<file path="config.mk">
export PLATFORM = sky130hd
export DESIGN_NAME = polygon_fan_triangulator
export DESIGN_NICKNAME = d
export VERILOG_FILES = /design/src/hdl/pfan_pkg.sv /design/src/hdl/pfan_fifo.sv /design/src/hdl/pfan_front.sv /design/src/hdl/pfan_back.sv /design/src/hdl/polygon_fan_triangulator.sv
export SDC_FILE = /design/constraint.sdc
export NUM_CORES = 1
export LEC_CHECK = 0
export BUFFER_PORTS_ARGS = -buffer_cell sky130_fd_sc_hd__buf_2
export CORE_ASPECT_RATIO = 1.25
export CORE_MARGIN = 3
export CORE_UTILIZATION = 58
export DETAILED_ROUTE_END_ITERATION = 10
export GPL_TIMING_DRIVEN = 0
export PLACE_DENSITY = 0.86
export RECOVER_POWER = 100
export SETUP_SLACK_MARGIN = 0.1
export SLEW_MARGIN = 10
export SYNTH_ARGS = -nofsm -noshare
export SYNTH_HDL_FRONTEND = slang
export SYNTH_SLANG_ARGS = --single-unit
</file>
<file path="constraint.sdc">
create_clock -name clk_i -period 6.5 [get_ports clk_i]
set_input_delay 0.325 -clock clk_i [delete_from_list [all_inputs] [get_ports clk_i]]
set_output_delay 0.325 -clock clk_i [all_outputs]
set_load 0.01 [all_outputs]
</file>
<file path="src/hdl/pfan_pkg.sv">
// shared constants and types of the polygon fan triangulator
`default_nettype none
package pfan_pkg;

  // default index width and masks per packed word
  localparam int unsigned IndexBitsDef    = 24;
  localparam int unsigned MasksPerWordDef = 10;

  // one edge-visibility mask
  localparam int unsigned MaskBits = 3;
  localparam int unsigned EdgeNewPrior   = 0;  // current -> previous, always visible
  localparam int unsigned EdgePriorFirst = 1;  // previous -> first, first triangle
  localparam int unsigned EdgeFirstNew   = 2;  // first -> current, last triangle

  // entries of the queue between front and back
  localparam int unsigned QueueDepth = 2;

  // classification of one corner, handed from front to back
  typedef struct packed {
    logic is_tri;     // corner closes a triangle
    logic first_tri;  // it is the polygon's first triangle
    logic last_tri;   // it is the polygon's last triangle
    logic mesh_last;  // corner ends the mesh
  } op_flags_t;

endpackage : pfan_pkg
`default_nettype wire

</file>
<file path="src/hdl/pfan_fifo.sv">
// small first-in first-out queue between the front and back parts
`default_nettype none
module pfan_fifo import pfan_pkg::*; #(
  parameter int unsigned Width = 8
) (
  input  wire logic             clk_i,
  input  wire logic             rst_ni,
  input  wire logic             push_valid_i,
  output      logic             push_ready_o,
  input  wire logic [Width-1:0] push_data_i,
  output      logic             pop_valid_o,
  input  wire logic             pop_ready_i,
  output      logic [Width-1:0] pop_data_o
);

  localparam int unsigned PtrBits = $clog2(QueueDepth);
  localparam int unsigned CntBits = $clog2(QueueDepth + 1);

  logic [Width-1:0]   mem_q [QueueDepth];
  logic [PtrBits-1:0] wr_ptr_q, rd_ptr_q;
  logic [CntBits-1:0] count_q;
  logic               push, pop;

  assign push_ready_o = (count_q != CntBits'(QueueDepth));
  assign pop_valid_o  = (count_q != '0);
  assign pop_data_o   = mem_q[rd_ptr_q];
  assign push         = push_valid_i && push_ready_o;
  assign pop          = pop_valid_o && pop_ready_i;

  always_ff @(posedge clk_i or negedge rst_ni) begin
    if (!rst_ni) begin
      wr_ptr_q <= '0;
      rd_ptr_q <= '0;
      count_q  <= '0;
    end else begin
      if (push) begin
        wr_ptr_q <= (wr_ptr_q == PtrBits'(QueueDepth - 1)) ? '0 : wr_ptr_q + 1'b1;
      end
      if (pop) begin
        rd_ptr_q <= (rd_ptr_q == PtrBits'(QueueDepth - 1)) ? '0 : rd_ptr_q + 1'b1;
      end
      if (push && !pop) begin
        count_q <= count_q + 1'b1;
      end else if (pop && !push) begin
        count_q <= count_q - 1'b1;
      end
    end
  end

  always_ff @(posedge clk_i) begin
    if (push) begin
      mem_q[wr_ptr_q] <= push_data_i;
    end
  end

endmodule : pfan_fifo
`default_nettype wire

</file>
<file path="src/hdl/pfan_front.sv">
// front part: tracks polygon corners and classifies each corner
`default_nettype none
module pfan_front import pfan_pkg::*; #(
  parameter int unsigned IndexBits = IndexBitsDef
) (
  input  wire logic                 clk_i,
  input  wire logic                 rst_ni,
  input  wire logic                 in_valid_i,
  output      logic                 in_ready_o,
  input  wire logic [IndexBits-1:0] point_index_i,
  input  wire logic                 polygon_end_i,
  input  wire logic                 mesh_end_i,
  output      logic                 op_valid_o,
  input  wire logic                 op_ready_i,
  output      logic [IndexBits-1:0] op_newest_o,
  output      logic [IndexBits-1:0] op_prior_o,
  output      logic [IndexBits-1:0] op_anchor_o,
  output      op_flags_t            op_flags_o
);

  logic [IndexBits-1:0] anchor_q, prior_q;
  logic [1:0]           count_q;
  logic                 poly_last, accept;

  assign poly_last  = polygon_end_i || mesh_end_i;
  assign in_ready_o = op_ready_i;
  assign accept     = in_valid_i && in_ready_o;

  always_comb begin
    op_flags_o.is_tri    = count_q[1];
    op_flags_o.first_tri = (count_q == 2'd2);
    op_flags_o.last_tri  = count_q[1] && poly_last;
    op_flags_o.mesh_last = mesh_end_i;
  end

  // corners that make nothing are absorbed here
  assign op_valid_o  = in_valid_i && (count_q[1] || mesh_end_i);
  assign op_newest_o = count_q[1] ? point_index_i : '0;
  assign op_prior_o  = count_q[1] ? prior_q : '0;
  assign op_anchor_o = count_q[1] ? anchor_q : '0;

  always_ff @(posedge clk_i or negedge rst_ni) begin
    if (!rst_ni) begin
      count_q <= '0;
    end else if (accept) begin
      if (poly_last) begin
        count_q <= '0;
      end else if (count_q != 2'd3) begin
        count_q <= count_q + 2'd1;
      end
    end
  end

  always_ff @(posedge clk_i) begin
    if (accept) begin
      if (count_q == 2'd0) begin
        anchor_q <= point_index_i;
      end else begin
        prior_q <= point_index_i;
      end
    end
  end

endmodule : pfan_front
`default_nettype wire

</file>
<file path="src/hdl/pfan_back.sv">
// back part: face counting, mask packing and the output register
`default_nettype none
module pfan_back import pfan_pkg::*; #(
  parameter int unsigned IndexBits    = IndexBitsDef,
  parameter int unsigned MasksPerWord = MasksPerWordDef
) (
  input  wire logic                            clk_i,
  input  wire logic                            rst_ni,
  input  wire logic                            op_valid_i,
  output      logic                            op_ready_o,
  input  wire logic [IndexBits-1:0]            op_newest_i,
  input  wire logic [IndexBits-1:0]            op_prior_i,
  input  wire logic [IndexBits-1:0]            op_anchor_i,
  input  wire op_flags_t                       op_flags_i,
  output      logic                            out_valid_o,
  input  wire logic                            out_ready_i,
  output      logic                            tri_valid_o,
  output      logic [IndexBits-1:0]            corner_newest_o,
  output      logic [IndexBits-1:0]            corner_prior_o,
  output      logic [IndexBits-1:0]            corner_anchor_o,
  output      logic [IndexBits-1:0]            face_number_o,
  output      logic                            vis_word_valid_o,
  output      logic [MaskBits*MasksPerWord-1:0] vis_word_o,
  output      logic                            done_res_o
);

  localparam int unsigned WordBits = MaskBits * MasksPerWord;
  localparam int unsigned SlotBits = $clog2(MasksPerWord + 1);

  logic [WordBits-1:0]  acc_q, acc_d, acc_add;
  logic [SlotBits-1:0]  slot_q, slot_d, slot_inc;
  logic [IndexBits-1:0] face_q, face_d;
  logic [MaskBits-1:0]  mask;
  logic                 word_out;
  logic [WordBits-1:0]  word;
  logic                 pop;

  logic                 out_valid_q;
  logic                 tri_q, word_valid_q, done_q;
  logic [IndexBits-1:0] newest_q, prior_q, anchor_q, fnum_q;
  logic [WordBits-1:0]  word_q;

  assign op_ready_o = !out_valid_q || out_ready_i;
  assign pop        = op_valid_i && op_ready_o;

  always_comb begin
    mask                 = '0;
    mask[EdgeNewPrior]   = 1'b1;
    mask[EdgePriorFirst] = op_flags_i.first_tri;
    mask[EdgeFirstNew]   = op_flags_i.last_tri;
    for (int i = 0; i < MasksPerWord; i++) begin
      acc_add[i*MaskBits +: MaskBits] = (slot_q == SlotBits'(i)) ? mask : '0;
    end
    slot_inc = slot_q + 1'b1;

    acc_d    = acc_q;
    slot_d   = slot_q;
    face_d   = face_q;
    word_out = 1'b0;
    word     = '0;
    if (op_flags_i.is_tri) begin
      acc_d  = acc_q | acc_add;
      slot_d = slot_inc;
      if (face_q != '1) begin
        face_d = face_q + 1'b1;
      end
      if (slot_inc == SlotBits'(MasksPerWord)) begin
        word_out = 1'b1;
        word     = acc_d;
        acc_d    = '0;
        slot_d   = '0;
      end
    end
    if (op_flags_i.mesh_last) begin
      // flush a partly filled word
      if (slot_d != '0) begin
        word_out = 1'b1;
        word     = acc_d;
      end
      acc_d  = '0;
      slot_d = '0;
      face_d = '0;
    end
  end

  always_ff @(posedge clk_i or negedge rst_ni) begin
    if (!rst_ni) begin
      acc_q       <= '0;
      slot_q      <= '0;
      face_q      <= '0;
      out_valid_q <= 1'b0;
    end else begin
      if (pop) begin
        acc_q  <= acc_d;
        slot_q <= slot_d;
        face_q <= face_d;
      end
      if (op_ready_o) begin
        out_valid_q <= op_valid_i;
      end
    end
  end

  always_ff @(posedge clk_i) begin
    if (pop) begin
      tri_q        <= op_flags_i.is_tri;
      newest_q     <= op_newest_i;
      prior_q      <= op_prior_i;
      anchor_q     <= op_anchor_i;
      fnum_q       <= op_flags_i.is_tri ? face_q : '0;
      word_valid_q <= word_out;
      word_q       <= word;
      done_q       <= op_flags_i.mesh_last;
    end
  end

  assign out_valid_o      = out_valid_q;
  assign tri_valid_o      = tri_q;
  assign corner_newest_o  = newest_q;
  assign corner_prior_o   = prior_q;
  assign corner_anchor_o  = anchor_q;
  assign face_number_o    = fnum_q;
  assign vis_word_valid_o = word_valid_q;
  assign vis_word_o       = word_q;
  assign done_res_o       = done_q;

endmodule : pfan_back
`default_nettype wire

</file>
<file path="src/hdl/polygon_fan_triangulator.sv">
// top level of the polygon fan triangulator
//
// Takes one polygon corner per transfer and cuts every polygon into a
// triangle fan: from the third corner on, each corner gives the triangle
// (current, previous, first) plus a 3-bit edge-visibility mask; masks are
// packed MASKS_PER_WORD to a word, oldest in the low bits, and a word goes
// out when full or when the mesh ends. The block sustains one corner per
// clock cycle unless back pressure fills the queue: the front part
// classifies a corner in the cycle it arrives, a two-entry queue decouples
// it from the back part, and the back part updates the face counter and
// the mask word and loads the output register in the cycle it takes a
// corner from the queue. A corner that produces a result passes through
// the queue and then the output register before it reaches the output;
// corners that produce nothing (the first two of a polygon, unless they
// end the mesh) leave no trace at the output. The output register frees
// itself in the cycle it is taken, so back pressure only stops input once
// the queue holds two entries.
`default_nettype none
module polygon_fan_triangulator import pfan_pkg::*; #(
  parameter int unsigned INDEX_BITS     = IndexBitsDef,
  parameter int unsigned MASKS_PER_WORD = MasksPerWordDef
) (
  input  wire logic                               clk_i,
  input  wire logic                               rst_ni,
  // corner input
  input  wire logic                               in_valid_i,
  output      logic                               in_ready_o,
  input  wire logic [INDEX_BITS-1:0]              point_index_i,
  input  wire logic                               polygon_end_i,
  input  wire logic                               mesh_end_i,
  // result output
  output      logic                               out_valid_o,
  input  wire logic                               out_ready_i,
  output      logic                               tri_valid_o,
  output      logic [INDEX_BITS-1:0]              corner_newest_o,
  output      logic [INDEX_BITS-1:0]              corner_prior_o,
  output      logic [INDEX_BITS-1:0]              corner_anchor_o,
  output      logic [INDEX_BITS-1:0]              face_number_o,
  output      logic                               vis_word_valid_o,
  output      logic [MaskBits*MASKS_PER_WORD-1:0] vis_word_o,
  output      logic                               done_res_o
);

  // queue entry: three corners and the classification flags
  localparam int unsigned OpBits = 3 * INDEX_BITS + $bits(op_flags_t);

  logic                  fr_valid, fr_ready;
  logic [INDEX_BITS-1:0] fr_newest, fr_prior, fr_anchor;
  op_flags_t             fr_flags;

  logic                  bk_valid, bk_ready;
  logic [OpBits-1:0]     bk_data;
  logic [INDEX_BITS-1:0] bk_newest, bk_prior, bk_anchor;
  op_flags_t             bk_flags;

  // front: polygon corner tracking
  pfan_front #(
    .IndexBits (INDEX_BITS)
  ) u_front (
    .clk_i         (clk_i),
    .rst_ni        (rst_ni),
    .in_valid_i    (in_valid_i),
    .in_ready_o    (in_ready_o),
    .point_index_i (point_index_i),
    .polygon_end_i (polygon_end_i),
    .mesh_end_i    (mesh_end_i),
    .op_valid_o    (fr_valid),
    .op_ready_i    (fr_ready),
    .op_newest_o   (fr_newest),
    .op_prior_o    (fr_prior),
    .op_anchor_o   (fr_anchor),
    .op_flags_o    (fr_flags)
  );

  // decoupling queue
  pfan_fifo #(
    .Width (OpBits)
  ) u_queue (
    .clk_i        (clk_i),
    .rst_ni       (rst_ni),
    .push_valid_i (fr_valid),
    .push_ready_o (fr_ready),
    .push_data_i  ({fr_newest, fr_prior, fr_anchor, fr_flags}),
    .pop_valid_o  (bk_valid),
    .pop_ready_i  (bk_ready),
    .pop_data_o   (bk_data)
  );

  assign {bk_newest, bk_prior, bk_anchor, bk_flags} = bk_data;

  // back: face count, mask packing, output register
  pfan_back #(
    .IndexBits    (INDEX_BITS),
    .MasksPerWord (MASKS_PER_WORD)
  ) u_back (
    .clk_i            (clk_i),
    .rst_ni           (rst_ni),
    .op_valid_i       (bk_valid),
    .op_ready_o       (bk_ready),
    .op_newest_i      (bk_newest),
    .op_prior_i       (bk_prior),
    .op_anchor_i      (bk_anchor),
    .op_flags_i       (bk_flags),
    .out_valid_o      (out_valid_o),
    .out_ready_i      (out_ready_i),
    .tri_valid_o      (tri_valid_o),
    .corner_newest_o  (corner_newest_o),
    .corner_prior_o   (corner_prior_o),
    .corner_anchor_o  (corner_anchor_o),
    .face_number_o    (face_number_o),
    .vis_word_valid_o (vis_word_valid_o),
    .vis_word_o       (vis_word_o),
    .done_res_o       (done_res_o)
  );

  // a result always carries a triangle, a word or the end of the mesh
  a_no_empty_result : assert property (@(posedge clk_i) disable iff (!rst_ni)
    out_valid_o && !tri_valid_o && !vis_word_valid_o |-> done_res_o)
    else $error("empty result transferred");

  // corner fields are zero on results without a triangle
  a_zero_corners : assert property (@(posedge clk_i) disable iff (!rst_ni)
    out_valid_o && !tri_valid_o |-> (corner_newest_o == '0) && (face_number_o == '0))
    else $error("corner fields set without a triangle");

  // every mask has its current->previous edge set, so a word is never zero
  a_word_nonzero : assert property (@(posedge clk_i) disable iff (!rst_ni)
    out_valid_o && vis_word_valid_o |-> vis_word_o[EdgeNewPrior])
    else $error("packed word lacks its oldest mask");

endmodule : polygon_fan_triangulator
`default_nettype wire
</file>
After elaboration in Yosys (flattened, before gate mapping). Memory sizes are Yosys's and may differ from the RTL's. Index checks and enable logic that the tools add are counted.

Bits of input ports: 30. Memory bits (writable): 152. Output and inout port bits: 131. Memories: 1. Register bits: 242.

Memories: u_queue.mem_q (words 2, bits a word 76, rd ports 1, clocked after memory_dff 0, write ports 1, line pfan_fifo.sv:19) `logic [Width-1:0] mem_q [QueueDepth];`.

Reductions and logical operators: 25. Bitwise operators: 2. Add/sub/neg operators: 7. Mux-type cells: 38. Equality and inequality tests: 14.

Operator list (number): 30-bit two-way mux (7); 24-bit two-way mux (6); 3-bit two-way mux (10); 30-bit OR (1); 24-bit by 1-bit adder with 24-bit output, second input constant (1); 24-bit inequality test, second input constant (1); 4-bit by 3-bit == test with 1-bit output, second input constant (4); 4-bit == test, second input constant (3); 4-bit two-way mux (3); 2-bit nonzero test (5); 4-bit by 2-bit == test with 1-bit output, second input constant (2); 1-bit two-way mux (8); 2-bit two-way mux (4); 1-bit logical AND (7); 2-bit AND reduction (3); 2-bit by 1-bit adder with 2-bit output, second input constant (2); 4-bit by 1-bit adder with 4-bit output, second input constant (1); 4-bit by 1-bit == test with 1-bit output, second input constant (1); 4-bit zero test (1); 2-bit inequality test, second input constant (2); 4-bit nonzero test (1); 1-bit zero test (3); 1-bit logical OR (3); 3-bit AND reduction (1); other kinds (5) (6).

Logic depth before layout (Yosys ltp). Gate-level depths: netlist of the first run.

Depth in word-level cells: 7. Gate-level depth with buffers: 9.

Cells and area by module. From an unflattened synthesis of the first run, not the netlist that was laid out.

Cells, all modules: 969. Area total of the unflattened synthesis: 15463.6 µm².

Modules (own cells, without submodules): pfan_back (sequential area each 5350.1 µm², cells an instance 563, area an instance 7483.4 µm², times used 1); pfan_fifo (sequential area each 4664.5 µm², cells an instance 255, area an instance 5814.3 µm², times used 1); pfan_front (sequential area each 1491.4 µm², cells an instance 151, area an instance 2165.8 µm², times used 1).

Least setup slack after synthesis of the first run. OpenSTA, ideal clock, no wires.

Path type: register to register. Start: reg u_queue.count_q[0]. End: mem u_queue.mem_q[0][0] in the netlist's numbering, enable pin. Library setup time: 511 ps. Buffers on the path: 0. Stages on the path, launching flop included: 5. Setup slack: 1780 ps. Arrival time: 4209 ps. Clock period less this slack: 4720 ps. Cell sequence: dfrtp_1 > nand2b_1 > nand2_1 > or2_2 > nor2_1.

Cells in the longest elaborated chain, start to end: 4.

Ends and longest elaborated chain: start, declared (line pfan_fifo.sv:21) `logic [CntBits-1:0] count_q;`; start signal, assigned (line pfan_fifo.sv:43) `count_q <= count_q + 1'b1;`; start signal, assigned (line pfan_fifo.sv:45) `count_q <= count_q - 1'b1;`; 2-bit inequality test (line pfan_fifo.sv:24) `assign push_ready_o = (count_q != CntBits'(QueueDepth));`; net in_ready_o (line polygon_fan_triangulator.sv:27) `output logic in_ready_o,`; 1-bit logical AND (line pfan_fifo.sv:27) `assign push = push_valid_i && push_ready_o;`; 1-bit two-way mux (line pfan_fifo.sv:51) `if (push) begin`; 1-bit two-way mux (implied by the code) (line pfan_fifo.sv:52) `mem_q[wr_ptr_q] <= push_data_i;`; end, declared (line pfan_fifo.sv:19).

The timed path passes the listed nets, and every way through them passes these cells.

Worst setup path after layout of the first run.
Start: reg u_queue.count_q[0]. End: mem u_queue.mem_q[0][59] in the netlist's numbering, enable pin.

Cells in the longest elaborated chain, start to end: 4.

Ends and longest elaborated chain (line): 2-bit inequality test (pfan_fifo.sv:24); 1-bit logical AND (pfan_fifo.sv:27); 1-bit two-way mux (pfan_fifo.sv:51); 1-bit two-way mux (implied by the code) (pfan_fifo.sv:52).

Every way passes these cells.

==> results.md, run 1 <==
* CP peak stage delay at 1.12 ns
* #FFs+latches synth at 394
* Pre-CTS setup slack at 3.85 ns
* Initial DRC Count at 356
* Cell family with most CP delay: simple AND/OR/NAND/NOR gates
* Share of layout cells above drive strength 1 at 0.121
* All-layer global routing usage at 0.212
* R2R cell count at 5
* Crit. End Element: flop
* Internal power at 5240 uW
* Pins Over Slew Limit at 114
* DP Wirelength at 18.0 mm
* Largest register FFs at 152
* Worst-margin pin slew at 3.53 ns
* Sequential share of the synthesized area at 0.765
* Sequential Power Share at 0.490
* Fin crit share at 0.580
* Switching share of power at 0.301
* PostCTS Resize Cnt at 0
* Yosys top cell area share at 0.657
* Vias in the first global route at 8516
* Max stage delay cell, worst path: nor2_1
* Min-delay worst type: in2reg
* CTS root buf: clkbuf_16
* Pwr per Cell Area at 428 nW/um^2
* Synth Cell Area at 15000 um^2
* Routed Antenna Nets at 0
* Post-synth ARST share at 0.165
* Synth area leaders: edfxtp_1, dfrtp_1, mux2_2, and2_1, nor2_1
* Chip width at 150 um
* Die ar. at 27900 um^2
* CTS Sinks at 394
* Final nets at 1189
* Combinational share of power at 0.225
* Depth of the worst hold-timing path at 1
* Routability cong. at 0.866
* Syn Inst Count at 920
* P_leak at 0.00624 uW
* Buffers on Ports at 160
* First-pass GRT wire length at 45.6 mm
* Largest net degree at the start of global routing at 69
* Initial core utilization at 0.593
* CP max FO at 24
* Post-synth EDFFs at 329
* Fin crit period at 3.77 ns
* Grt total ovfl at 0
* CTS Hold Buffers Added at 22
* Post-CTS Setup Bufs at 0
* End of the worst register-to-register path: u_queue.mem_q[0][59]
* Status: finished with violations
* Synth warn at 0
* WL/cell at 19.3 um
* Critical-path cell list: nand2b_1 -> nand2_1 -> or2_2 -> nor2_1 -> clkbuf_1
* I/O pin count at 161
* Final WS setup at 2.73 ns
* Headroom to the max-slew limit at -1.36
* Skew-Pair Late Insertion Delay at 0.53 ns
* CTS Buf Count at 38
* Clock network fraction of total power at 0.285
* Synth Flop Type: edfxtp_1
* Netlist cell types at 50
* RR Startpoint: u_queue.count_q[0]
* CP Class: reg2reg
* Area growth syn-to-layout at 16.6%
* Sw Pwr at 2260 uW
* Top cells by count, synth: edfxtp_1, and2_1, nor2_1
* Post-synth top area cell: edfxtp_1
* Hold endpoint: u_front.anchor_q[19]
* Crit. path cell count at 5
* Final wirelength at 29.2 mm
* DRC viols at 0
* Final setup vio count at 0
* Top-count cell post-synth: edfxtp_1
* Syn Nets at 960
* Worst path bufs/invs at 1
* Hold Path Origin: point_index_i[19]
* Site row count at 65
* Syn_area_per_cell at 16.3 um^2
* DRT Pass-1 Iters at 5
* RSZ-0062 raised after global routing: no
* Inst Count DP at 1421
* Die Y at 186 um
* Flop-to-flop setup slack at 2.73 ns
* Crit path DAT at 3.90 ns
* Drt via density at 5.45
* Largest Register: u_queue.mem_q
* Hold Fails Final Rpt at 0
* End-of-flow core utilization at 0.691
* CTS tree: done
* Initial antenna violation count at 0
* Peak VDD IR at 0.265 mV
* Required @ worst endpoint at 6.63 ns
* Max Cap Viol at 4
* Startpoint types: flop
* Setup Skew at 0.0187 ns
* Clock tree buffer depth at 3
* Core ar. at 25400 um^2
* Via count at 8268
* Post-Layout Cell Count at 1516
* CTS H-tree lvls at 2
* Clock Pin Slew Worst Setup and Hold Paths at 0.06 ns
* F_max at 265 MHz
* Failing checks: capacitance limit, slew limit
## per-stage QoR
| step | setup TNS (ns) | power (uW) | hold WS (ns) | cell area, um^2 |
|---|---|---|---|---|
| global route | 0 | 7860 | 0.0692 | 17500 |
| finish | 0 | 7500 | 0.0782 | 17500 |
| detailed placement | 0 | 5550 | 0.351 | 16400 |
| CTS | 0 | 7710 | 0.00201 | 17900 |
| global placement | -21.84 | 5500 | 0.474 | 16300 |
| floorplan | 0 | 4800 | 0.0294 | 15000 |
## power by group through the flow
stage | Sequential [uW] | Combinational, uW | Clock, uW
3_3_place_gp | 3760 | 1730 | 0
4_1_cts | 3660 | 1870 | 2180
6_report | 3670 | 1690 | 2140
5_1_grt | 3720 | 1850 | 2290
2_1_floorplan | 3890 | 915 | 0
3_5_place_dp | 3700 | 1850 | 0
## worst max path at each step
| stage | to | slack (ns) | startpoint |
|---|---|---|---|
| 5_1_grt | u_back.acc_q[11] | 2.13 | rst_ni |
| 2_1_floorplan | u_queue.mem_q[0][0] | 1.78 | u_queue.count_q[0] |
| 4_1_cts | u_back.vis_word_o[11] | 3.81 | u_back.slot_q[1] |
| 6_report | u_queue.mem_q[0][59] | 2.73 | u_queue.count_q[0] |
| 3_5_place_dp | u_back.vis_word_o[11] | 3.85 | u_back.slot_q[1] |
| 3_3_place_gp | u_queue.mem_q[0][69] | -0.29 | u_queue.count_q[0] |
## worst reg2reg max path, cell delays in order, from the launching register on
cell and delay (ns):
dfrtp_1 0.43, nand2b_1 0.23, nand2_1 0.13, or2_2 0.35
nor2_1 1.12, clkbuf_1 1.11
## placed cells by master (no fill, tap or decap), types with 3 or more instances in the layout
cell	count
nand2b_1	4
and3_1	3
clkinv_1	9
clkbuf_16	38
mux2i_1	4
nor3_1	10
dfrtp_1	65
nand4_1	9
nor4_1	6
bufinv_16	3
inv_6	3
nand2_1	14
edfxtp_1	329
nor2b_1	6
a31oi_1	4
ha_1	10
o21ai_0	8
mux2_1	8
buf_2	5
inv_1	16
clkbuf_8	3
xor2_1	7
a21o_1	3
and2_0	91
clkinv_2	11
a21oi_1	43
dlygate4sd3_1	23
or2_2	3
nand3_1	9
and2_1	11
xnor2_1	20
clkbuf_1	200
nor2_1	86
a32o_1	22
mux2_2	65
## area by class of cell
| type | instances | area (um^2) |
|---|---|---|
| antenna | 2 | 5.00 |
| buffer | 42 | 160 |
| clock buffer | 41 | 992 |
| clock inverter | 29 | 238 |
| fill | 1709 | 7850 |
| inverter | 17 | 68.8 |
| multi-input combinational | 467 | 3230 |
| sequential | 394 | 11500 |
| tap | 335 | 419 |
| timing repair buffer | 189 | 908 |
## metal layers
metal	up-vias	global-route usage	share of wire
met3	54	0.0455	0.068
met5	-	0	0
met1	4083	0.263	0.38
met4	0	0.0630	0.020
li1	3859	-	-
met2	272	0.377	0.53
## kinds of logic after synthesis
group | share of synthesized area
muxes | 0.0582
DFF | 0.765
AOI/OAI and AO/OA | 0.0418
buffers and inverters | 0.0160
and+or+nand+nor | 0.0949
xor gates and xnor gates | 0.0157
adders and majority gates | 0.00832
No activity file was read; power rests on OpenSTA's default activity.
==> run 2, diff against run 1 <==
--- a/config.mk
+++ b/config.mk
@@ -5,13 +5,14 @@
 export SDC_FILE = /design/constraint.sdc
 export NUM_CORES = 1
 export LEC_CHECK = 0
+export ABC_AREA = 1
 export BUFFER_PORTS_ARGS = -buffer_cell sky130_fd_sc_hd__buf_2
 export CORE_ASPECT_RATIO = 1.25
 export CORE_MARGIN = 3
-export CORE_UTILIZATION = 58
+export CORE_UTILIZATION = 59
 export DETAILED_ROUTE_END_ITERATION = 10
 export GPL_TIMING_DRIVEN = 0
-export PLACE_DENSITY = 0.86
+export PLACE_DENSITY = 0.87
 export RECOVER_POWER = 100
 export SETUP_SLACK_MARGIN = 0.1
 export SLEW_MARGIN = 10
==> constraint.sdc (replaced) <==
create_clock -name clk_i -period 3.5 [get_ports clk_i]
set_input_delay 0.175 -clock clk_i [delete_from_list [all_inputs] [get_ports clk_i]]
set_output_delay 0.175 -clock clk_i [all_outputs]
set_load 0.01 [all_outputs]
==> results.md, run 2 <==
* Grt total ovfl at 0
* Worst path bufs/invs at 6
* CP startpoint: u_queue.rd_ptr_q
* Post-synth ARST share at 0.165
* Final wirelength at 37.3 mm
* Final WS setup at 0.612 ns
* Headroom to the max-slew limit at 0.00360
* CP max FO at 10
* Clock Pin Slew Worst Setup and Hold Paths at 0.06 ns
* Share of layout cells above drive strength 1 at 0.0596
* Clock tree buffer depth at 3
* Via count at 11800
* Max stage delay cell, worst path: clkinvlp_2
* Largest Register: u_queue.mem_q
* Most frequent cells in the layout: nand2_1, edfxtp_1, clkbuf_1, inv_1, nor2_1
* Initial DRC Count at 1029
* F_max at 346 MHz
* Syn Inst Count at 1545
* Core ar. at 27200 um^2
* CTS Buf Count at 39
* Peak VDD IR at 0.593 mV
* CP most frequent cell: nand2_1
* DRC viols at 0
* CTS root buf: clkbuf_16
* Syn_area_per_cell at 10.7 um^2
* Tot Pwr at 16200 uW
* RR Startpoint: u_queue.rd_ptr_q
* Site row count at 67
* Crit. End Element: flop
* P_leak at 0.00808 uW
* Largest net degree at the start of global routing at 80
* Chip width at 155 um
* Skew-Pair Late Insertion Delay at 0.54 ns
* Hold Path Origin: in_valid_i
* Pins Over Slew Limit at 0
* Ant. Diodes at 0
* Filler cells at 1965
* #FFs+latches synth at 394
* Setup Skew at 0.0237 ns
* CP Class: reg2reg
* Synth Flop Type: edfxtp_1
* Routed Antenna Nets at 0
* Pre-CTS setup slack at 1.06 ns
* Vias in the first global route at 11600
* Area growth syn-to-layout at 16.7%
* Max Cap Viol at 0
* Die Y at 193 um
* CTS H-tree lvls at 2
* Fin crit share at 0.825
* Startpoint types: flop
* Post-synth EDFFs at 329
* First-pass GRT wire length at 58.4 mm
* Top cells by count, synth: nand2_1, edfxtp_1, inv_1
* Die ar. at 30000 um^2
* CTS Sinks at 394
* Syn Nets at 1585
* Final nets at 1821
* WL/cell at 17.3 um
* Flop-to-flop setup slack at 0.61 ns
* Synth Cell Area at 16500 um^2
* Fin crit period at 2.89 ns
* Initial antenna violation count at 0
* Drt via density at 5.45
* Critical-path cell list: clkbuf_1 -> clkinvlp_2 -> nand2_1 -> nand2_1 -> clkinvlp_2 -> nor2_4 -> nand2_2 -> inv_1 -> clkbuf_1 -> o21ai_0 -> nand2_1 -> nand2_1 -> inv_1
* Worst-margin pin slew at 1.49 ns
* Pwr per Cell Area at 843 nW/um^2
* Synth area leaders: edfxtp_1, nand2_1, dfrtp_1, inv_1, nor2_1
* Status: finished, final reports clean
* Netlist cell types at 34
* Commonest non-fill, non-tap cell in the layout: nand2_1
* All-layer global routing usage at 0.246
* Min-delay worst type: in2reg
* Post-synth top area cell: edfxtp_1
* Final setup vio count at 0
* Top-count cell post-synth: nand2_1
* Initial core utilization at 0.607
* Required @ worst endpoint at 3.90 ns
* Cell family with most CP delay: buffers and inverters
* Sequential share of the synthesized area at 0.698
* Buffers on Ports at 160
* RSZ-0062 raised after global routing: no
* DRT Pass-1 Iters at 7
* Largest register FFs at 152
* PostCTS Resize Cnt at 0
* DP Wirelength at 24.8 mm
* CP peak stage delay at 0.42 ns
* Crit path DAT at 3.29 ns
* Hold Fails Final Rpt at 0
* I/O pin count at 161
* Synth warn at 0
* Yosys top cell area share at 0.600
* CTS tree: done
* Routability cong. at 0.940
-- run 2: cell types whose count changed after synthesis, moves of 14 or more --
cell	delta
inv_1	+139
nor3b_1	+14
a21oi_1	-32
nand2_1	+553
o21ai_1	+18
and2_1	-102
xnor2_1	-19
a32o_1	-22
nand3_1	+48
mux2_2	-73
nor2_1	+21
o21ai_0	+63
-- run 2: final cells by class --
cell class / count / area (um^2) / area share
timing repair buffer: 195 / 1010 / 0.0527
clock buffer: 42 / 1010 / 0.0525
buffer: 64 / 300 / 0.0156
tap: 345 / 432 / 0.0225
inverter: 161 / 607 / 0.0316
sequential: 394 / 11500 / 0.599
clock inverter: 30 / 313 / 0.0163
multi-input combinational: 926 / 4050 / 0.210
-- run 2: worst paths after layout --
kind / depth (start not counted) / end
hold / removal: 4 / u_queue.wr_ptr_q
hold reg to reg: 1 / u_queue.count_q[0]
max in group asynchronous: 3 / u_back.acc_q[26]
setup reg to reg: 13 / u_back.vis_word_o[18]
setup / recovery: 13 / u_back.vis_word_o[18]
min in group asynchronous: 2 / u_back.face_q[23]
-- run 2: power by group --
part	internal (uW)	total, uW	switching [uW]	leakage (uW)
clock network	2480	4270	1790	0.000647
logic	1180	4680	3500	0.00336
registers	6820	7250	433	0.00407
total	10500	16200	5730	0.00808
-- run 2: metrics by stage --
step	TNS [ns]	util	cell area, um^2	hold slack, ns	instances
finish	0	0.708	19200	0.178	2157
global route	0	0.708	19200	0.209	2157
CTS	0	0.718	19500	0.0443	2157
detailed placement	0	0.659	17900	0.0434	2057
global placement	-466.60	0.652	17700	0.373	2050
floorplan	-165.34	-	16500	-0.121	1545
-- run 2: worst register-to-register path, cell delays in order, from the launching register on --
cell and delay [ns]:
dfrtp_1 0.35, clkbuf_1 0.19, clkinvlp_2 0.20, nand2_1 0.09, nand2_1 0.24, clkinvlp_2 0.42
nor2_4 0.20, nand2_2 0.13, inv_1 0.11, clkbuf_1 0.40, o21ai_0 0.19, nand2_1 0.10
nand2_1 0.08, inv_1 0.06
-- run 2: timing repair --
action,in CTS,in global routing
endpoints found under the hold margin,163,0
setup buffers,0,0
hold buffers,28,0
setup endpoints to repair,0,0
-- run 2: cells by family after synthesis --
family                     Yosys count  share of synthesized area
buffers and inverters              225                     0.0554
AOI/OAI and AO/OA                  117                     0.0376
xor gates and xnor gates            16                    0.00851
and+or+nand+nor                    783                      0.193
adders and majority gates           10                    0.00759
DFF                                394                      0.698
-- run 2: routing by layer --
| metal | global-route usage | up-vias | wire length [um] |
|---|---|---|---|
| li1 | - | 5526 | - |
| met1 | 0.282 | 5541 | 13600 |
| met2 | 0.448 | 565 | 19400 |
| met3 | 0.0471 | 118 | 2770 |
| met4 | 0.107 | 0 | 1500 |
| met5 | 0 | - | 0 |
==> run 3, diff against run 2 <==
--- a/config.mk
+++ b/config.mk
@@ -9,10 +9,10 @@
 export BUFFER_PORTS_ARGS = -buffer_cell sky130_fd_sc_hd__buf_2
 export CORE_ASPECT_RATIO = 1.25
 export CORE_MARGIN = 3
-export CORE_UTILIZATION = 59
+export CORE_UTILIZATION = 53
 export DETAILED_ROUTE_END_ITERATION = 10
 export GPL_TIMING_DRIVEN = 0
-export PLACE_DENSITY = 0.87
+export PLACE_DENSITY = 0.83
 export RECOVER_POWER = 100
 export SETUP_SLACK_MARGIN = 0.1
 export SLEW_MARGIN = 10
==> constraint.sdc (replaced) <==
create_clock -name clk_i -period 2.41 [get_ports clk_i]
set_input_delay 0.1205 -clock clk_i [delete_from_list [all_inputs] [get_ports clk_i]]
set_output_delay 0.1205 -clock clk_i [all_outputs]
set_load 0.01 [all_outputs]
==> results.md, run 3 (synthesis results as in run 2) <==
* Hold endpoint: u_front.count_q[1]
* Worst path bufs/invs at 4
* Final nets at 1829
* Via count at 11700
* Headroom to the max-slew limit at -0.0723
* Fin crit period at 2.30 ns
* Drt via density at 5.26
* P_leak at 0.00813 uW
* Clock tree buffer depth at 3
* Initial antenna violation count at 0
* Startpoint types: flop
* Filler cells at 2378
* Grt total ovfl at 0
* Worst-margin pin slew at 1.61 ns
* Max stage delay cell, worst path: nor2_4
* Hold Path Origin: in_valid_i
* Critical-path cell list: inv_2 -> nand2_2 -> nand2_4 -> nor2_4 -> inv_2 -> nor2_4 -> buf_16 -> buf_12
* Flop-to-flop setup slack at 0.11 ns
* Met2 usage in global routing at 0.404
* Max Cap Viol at 1
* Buffers on Ports at 160
* Final wirelength at 38.3 mm
* Largest register FFs at 152
* Required @ worst endpoint at 2.65 ns
* Routed Antenna Nets at 0
* WL/cell at 17.3 um
* RR Startpoint: u_queue.count_q[0]
* First-pass GRT wire length at 60.1 mm
* Top Usage Layer GRT: met2
* R2R cell count at 8
* RSZ-0062 raised after global routing: yes
* Pins Over Slew Limit at 59
* Tot Pwr at 23700 uW
* End of the worst register-to-register path: u_queue.mem_q[0][71]
* Skew-Pair Late Insertion Delay at 0.54 ns
* CTS Sinks at 394
* Routability cong. at 0.875
* Cell family with most CP delay: simple AND/OR/NAND/NOR gates
* Core ar. at 30400 um^2
* Inst Count DP at 2114
* Post-DP Area at 18100 um^2
* Crit. End Element: flop
* CTS H-tree lvls at 2
* Largest Register: u_queue.mem_q
* Share of layout cells above drive strength 1 at 0.0743
* Site row count at 71
* Area growth syn-to-layout at 18.4%
* Hold Fails Final Rpt at 0
* Clock Pin Slew Worst Setup and Hold Paths at 0.06 ns
* Failing checks: capacitance limit, slew limit
* Initial DRC Count at 947
* Min-delay worst type: in2reg
* DP Wirelength at 25.2 mm
* Peak VDD IR at 0.855 mV
* Initial core utilization at 0.542
* Pre-CTS setup slack at -0.0929 ns
* DRC viols at 0
* Final WS setup at 0.113 ns
* Die ar. at 33300 um^2
* All-layer global routing usage at 0.230
* Chip width at 164 um
* Depth of the worst hold-timing path at 4
* Largest net degree at the start of global routing at 104
* F_max at 435 MHz
* CTS tree: done
* Ant. Diodes at 0
* CP max FO at 25
* Fin area at 19500 um^2
* Grt met1 use at 0.272
* CTS root buf: clkbuf_16
* Met3 usage in global routing at 0.0524
* Die Y at 203 um
* CP peak stage delay at 0.53 ns
* DRT Pass-1 Iters at 5
* Crit path DAT at 2.54 ns
* End-of-flow core utilization at 0.642
* I/O pin count at 161
* CP Class: reg2reg
* Most frequent cells in the layout: nand2_1, edfxtp_1, clkbuf_1, inv_1, nor2_1
* Fin crit share at 0.953
* Status: finished with violations
* Vias in the first global route at 11800
* Commonest non-fill, non-tap cell in the layout: nand2_1
* Post-Layout Cell Count at 2218
* Setup Skew at 0.0103 ns
* Final setup vio count at 0
* Pwr per Cell Area at 1220 nW/um^2
* CTS Buf Count at 38
-- run 3: power breakdown --
part	switching [uW]	internal [uW]	total, uW
clock	2580	3370	5960
sequential	618	9890	10500
combinational	5310	1940	7250
-- run 3: how the worst max path moves through the flow --
stage | from | slack (ns) | to | depth (start not counted)
floorplan | u_queue.count_q[0] | 0.05 | u_queue.mem_q[0][0] | 6
global placement | u_front.count_q[1] | -0.97 | u_front.anchor_q[18] | 5
detailed placement | u_front.count_q[1] | -0.09 | u_front.prior_q[20] | 4
CTS | u_front.count_q[1] | 0.06 | u_front.anchor_q[18] | 5
global route | u_queue.count_q[0] | -0.03 | u_queue.mem_q[0][71] | 8
finish | u_queue.count_q[0] | 0.11 | u_queue.mem_q[0][71] | 8
-- run 3: layer usage --
layer / part of all wire / routed length [um]
met1: 0.37 / 14200
met2: 0.51 / 19700
met3: 0.081 / 3090
met4: 0.034 / 1300
met5: 0 / 0
-- run 3: area by class of cell --
cell class,count,area [um^2],area share
well taps,401,502,0.0257
clock inverters,26,278,0.0142
multi-input cells,928,4150,0.213
clock buffers,42,966,0.0495
flip-flops and latches,394,11500,0.590
plain buffers,64,315,0.0162
repair buffers,202,1170,0.0600
inverters,161,609,0.0312
-- run 3: tightest hold or removal path, stage by stage --
cell,delay (ns)
buf_2,0.12
nand2_4,0.20
a21oi_1,0.11
o21ai_0,0.14
-- run 3: per-stage QoR --
step / TNS (ns) / hold WS, ns
3_5_place_dp: -2.17 / -0.0400
2_1_floorplan: 0 / -0.175
6_report: 0 / 0.189
5_1_grt: -0.905 / 0.194
4_1_cts: 0 / 0.133
3_3_place_gp: -198.94 / 0.320
-- run 3: repair_timing --
item / 4_1_cts / 5_1_grt
endpoints found under the setup margin: 50 / 283
setup buffers: 0 / 4
cloned: 2 / 1
endpoints found under the hold margin: 166 / 0
hold buffers: 29 / 0
gates resized for setup: 3 / 15
pin swaps: 4 / 2
